File: src/sv/kvm_pkg.sv
// Shared types, command codes and register indexes of the keyframe vertex morph block.
package kvm_pkg;

	typedef logic [23:0] coord_t;
	typedef coord_t [2:0] vec3_t;

	typedef enum logic [2:0] {
		CMD_LOAD_VERTEX   = 3'd0,
		CMD_LOAD_TEXCOORD = 3'd1,
		CMD_LOAD_TRIANGLE = 3'd2,
		CMD_BEGIN_PASS    = 3'd3,
		CMD_END_PASS      = 3'd4,
		CMD_DRAW          = 3'd5
	} cmd_t;

	typedef enum logic [1:0] {
		REG_START_FRAME = 2'd0,
		REG_END_FRAME   = 2'd1,
		REG_FRAME_COUNT = 2'd2,
		REG_BLEND_STEP  = 2'd3
	} reg_idx_t;

	typedef struct packed {
		logic [15:0] nx;
		logic [15:0] ny;
		logic [15:0] nz;
		logic        degen;
	} norm_res_t;

	localparam int DEF_FRAMES    = 32;
	localparam int DEF_VERTICES  = 512;
	localparam int DEF_TRIANGLES = 2048;
	localparam int DEF_TEXCOORDS = 1024;

	localparam logic [17:0] BLEND_ONE = 18'd65536;
	localparam logic [17:0] BLEND_MAX = 18'h3FFFF;

endpackage

File: src/sv/kvm_lane.sv
// One corner lane: blends a vertex between two keyframes on all three axes.
module kvm_lane
	import kvm_pkg::*;
(
	input  logic        clk,
	input  logic [17:0] blend,
	input  vec3_t       p1,
	input  vec3_t       p2,
	output vec3_t       pos
);

	logic signed [43:0] prod_s1 [3];
	logic signed [23:0] base_s1 [3];
	vec3_t              pos_s2;

	always_ff @(posedge clk) begin
		for (int g = 0; g < 3; g++) begin
			prod_s1[g] <= ($signed({p2[g][23], p2[g]}) - $signed({p1[g][23], p1[g]}))
				* $signed({1'b0, blend});
			base_s1[g] <= $signed(p1[g]);
		end
	end

	always_ff @(posedge clk) begin
		for (int g = 0; g < 3; g++) begin
			logic signed [43:0] t;
			logic signed [44:0] r;
			t = prod_s1[g] + 44'sd32768;
			r = {{21{base_s1[g][23]}}, base_s1[g]} + {t[43], (t >>> 16)};
			if (r > 45'sd8388607)
				pos_s2[g] <= 24'h7FFFFF;
			else if (r < -45'sd8388608)
				pos_s2[g] <= 24'h800000;
			else
				pos_s2[g] <= r[23:0];
		end
	end

	assign pos = pos_s2;

endmodule

File: config.mk
export PLATFORM = sky130hd
export DESIGN_NAME = kvm_lane
export DESIGN_NICKNAME = d
export VERILOG_FILES = /design/src/sv/kvm_pkg.sv /design/src/sv/kvm_lane.sv
export SDC_FILE = /design/constraint.sdc
export NUM_CORES = 2
export LEC_CHECK = 0
export ABC_AREA = 1
export BUFFER_PORTS_ARGS = -buffer_cell sky130_fd_sc_hd__buf_2
export CORE_ASPECT_RATIO = 1.5
export CORE_MARGIN = 3
export CORE_UTILIZATION = 40
export CTS_CLUSTER_SIZE = 12
export DETAILED_ROUTE_END_ITERATION = 10
export GPL_ROUTABILITY_DRIVEN = 0
export PLACE_DENSITY = 0.58
export SLEW_MARGIN = 20
export SYNTH_ARGS = -nofsm -noshare
export SYNTH_HDL_FRONTEND = slang
export SYNTH_SLANG_ARGS = --single-unit
File: constraint.sdc
create_clock -name clk -period 6.8 [get_ports clk]
set_input_delay 0.68 -clock clk [delete_from_list [all_inputs] [get_ports clk]]
set_output_delay 0.68 -clock clk [all_outputs]
set_load 0.005 [all_outputs]
==> results by group <==
Outcome
  • Status: complete, but fails checks
  • Failing checks: setup timing

STA
  • Clock Skew: 50.1 ps
  • Fin worst setup slack: -154 ps
  • RSZ-0062 raised after global routing: yes
  • Endpoints failing setup: 32
  • Final Hold Viols: 0
  • Crit path time final: 6950 ps
  • Tcrit/Tclk final: 1.02
  • Hold_ws: 121 ps
  • Fmax: 144 MHz
  • Slew HR: 0.424
  • Slew @ Worst Pin: 863 ps
  • Max-slew violations: 0

Floorplanning
  • Core area: 165,000 um2
  • Die Height: 505 um
  • I/O Pins: 235
  • Num rows: 182
  • Initial core utilization: 0.404
  • Die X: 339 um
  • Die ar.: 171,000 um2

Clocking
  • Worst-case clock buffer depth: 3
  • Worst-path clk slew: 60 ps
  • Root Driver: clkbuf_16
  • TritonCTS Buffers: 28
  • CTS tree: yes
  • CTS sink cnt: 231
  • # H-tree levels: 1
  • Clock Latency Late Sink: 670 ps

Placed design
  • Port Buffer Count: 234
  • DP HPWL: 198,000 um
  • Dpl ws: -1230 ps

Detailed routing
  • Drt pass-1 iters: 6
  • DRC errors left: 0
  • Vias/cell: 5.05
  • Routed WL per cell: 19.4 um
  • Routed vias: 61,900
  • Final WL: 238,000 um
  • Initial DRC Count: 3,537
  • Detail Route Antenna Nets: 0

Synthesis
  • Area leader, netlist: fa_1
  • Mean post-synth cell area: 7.61 um2
  • Top cell type's share of synthesized area: 0.403
  • Number of flops mapped to enable cells by yosys: 0
  • Ys Warns: 0
  • Main synth FF type: dfxtp_1
  • Post-synth cell types: 64
  • Ys async rst share: 0
  • Yosys reg bits: 231
  • Register area share after synthesis: 0.0695
  • Mapped cell area: 66,500 um2
  • Cells after Synth: 8,733
  • Largest cells by area after synthesis: fa_1 40%, inv_1 13%, ha_1 9.1%, nand2_1 8.9%, dfxtp_1 7.0%
  • Post-synthesis net count: 10,700

Global route
  • GRT Util Overall: 0.272
  • Number of global-route vias before repair: 66,400
  • Pin count of the biggest net entering global routing: 58
  • First-pass GRT wire length: 362,000 um
  • GRT overflow: 0
  • Initial antenna violation count: 6

Critical path
  • Critical path required time: 7390 ps
  • Crit. End Element: register
  • Largest stage delay, worst path: 580 ps
  • Crit Path Class: in2reg
  • Critical Path AT: 7550 ps
  • Most frequent CP cell: nand2_2
  • CP Launch Type: input port
  • CP max stage cell: fa_2
  • Crit Path Max Fanout: 7

Final layout
  • Nets@finish: 12,000
  • Share of cells above drive strength 1: 0.283
  • Layout area overhead: 32.5%
  • FF+latch area: 4620 um2
  • Area occupied by multi-input gates: 58,700 um2
  • Final core utilization: 0.535
  • # fillers: 15,300

Flow run
  • Max-cap violations: 0

Worst hold path
  • Tightest Hold Check Type: in2reg
## final cells by class
type / instances / area share
clock buffer: 41 / 0.00930
timing repair buffer: 1467 / 0.139
multi-input combinational: 5993 / 0.667
sequential: 231 / 0.0525
clock inverter: 11 / 0.00220
tap: 2208 / 0.0314
inverter: 2290 / 0.0988
timing repair inverter: 1 / 0.000185
antenna: 3 / 0.0000852
## Yosys cell counts, types with 3 or more instances
| cell type | count |
|---|---|
| fa_1 | 1338 |
| buf_6 | 7 |
| dfxtp_1 | 231 |
| xor2_1 | 163 |
| nand3b_1 | 8 |
| a21oi_1 | 302 |
| nor4_1 | 15 |
| inv_2 | 11 |
| a21o_1 | 25 |
| a21boi_0 | 9 |
| nand3_2 | 3 |
| o21ai_1 | 8 |
| buf_2 | 33 |
| buf_1 | 9 |
| a211oi_1 | 6 |
| ha_1 | 486 |
| o21ai_0 | 147 |
| nor4_2 | 5 |
| xnor2_1 | 94 |
| o31ai_1 | 3 |
| nor3_2 | 6 |
| or2_2 | 63 |
| or2_1 | 9 |
| nor2_2 | 3 |
| nand4_1 | 58 |
| o21bai_1 | 27 |
| buf_4 | 13 |
| nand2_1 | 1575 |
| a221oi_1 | 3 |
| o211ai_1 | 5 |
| nand3_1 | 429 |
| clkinv_1 | 10 |
| nand2_2 | 29 |
| o21ai_2 | 6 |
| clkbuf_1 | 157 |
| inv_1 | 2268 |
| nor2_1 | 1038 |
| a21oi_2 | 3 |
| nor3_1 | 50 |
| and3_1 | 8 |
| a31oi_1 | 22 |
| o21a_1 | 14 |
| nor2_4 | 4 |
## flip-flops by register name (all words and copies together), names as in the netlist
name	count
pos	72
base_s1	72
prod_s1	87
## per-layer routing
layer / track usage / share of wire
met3: 0.0288 / 0.052
met5: 0 / 0.00017
met4: 0.180 / 0.083
met2: 0.499 / 0.51
met1: 0.295 / 0.35
## critical path: cells and delay by family
family,cells,cell delay [ps]
buffers and inverters,10,1050
XOR/XNOR,2,280
adder cells (fa/ha/maj),9,3850
AO/OA/AOI/OAI,1,170
AND/OR/NAND/NOR,13,1500
## what timing repair did
action | 4_1_cts | 5_1_grt
hold buffers | 0 | 0
setup endpoints to repair | 84 | 87
gates cloned | 5 | 2
pin swaps | 176 | 496
gates resized for setup | 444 | 1064
buffers inserted | 52 | 94
## worst paths after layout
path              slack [ps]         endpoint            start  cells past startpoint
setup / recovery        -150  prod_s1[0][126]           p1[48]                     35
hold / removal           120   base_s1[0][48]           p1[48]                      1
setup reg to reg        2290          pos[59]  prod_s1[0][103]                     23
hold reg to reg          570           pos[0]    base_s1[0][0]                      3
## per-stage QoR
step	cells	setup TNS, ps	area, um2
6_report	12200	-1670	88100
5_1_grt	12200	-12610	88100
4_1_cts	12200	-180	83300
3_5_place_dp	12000	-78190	80000
3_3_place_gp	12000	-76020	80000
2_1_floorplan	8733	-2930	67700
## cell usage in the layout (no fill, tap or decap), types with 50 or more instances in the layout
cell	instances
inv_1	2104
nand2_1	1380
fa_1	1260
buf_4	1052
nor2_1	823
nand3_1	384
ha_1	341
dfxtp_1	231
buf_2	215
inv_2	154
nand2_2	148
xor2_1	147
a21oi_1	143
ha_4	137
a21oi_2	120
nor2_2	113
nor2_4	109
buf_12	106
buf_6	84
xnor2_1	83
fa_2	78
nand2_4	71
nand4_1	58
or2_2	54
o21ai_0	51
o21ai_2	50
## kinds of logic after synthesis
logic type,share of synthesized area
xor+xnor,0.0352
buf+inv,0.144
compound gates,0.0502
flops,0.0695
simple gates,0.207
fa+ha+maj,0.494
Power is left out: the tool's default activity adds up to more than one toggle a clock period on the data nets, which glitch-free logic cannot reach.
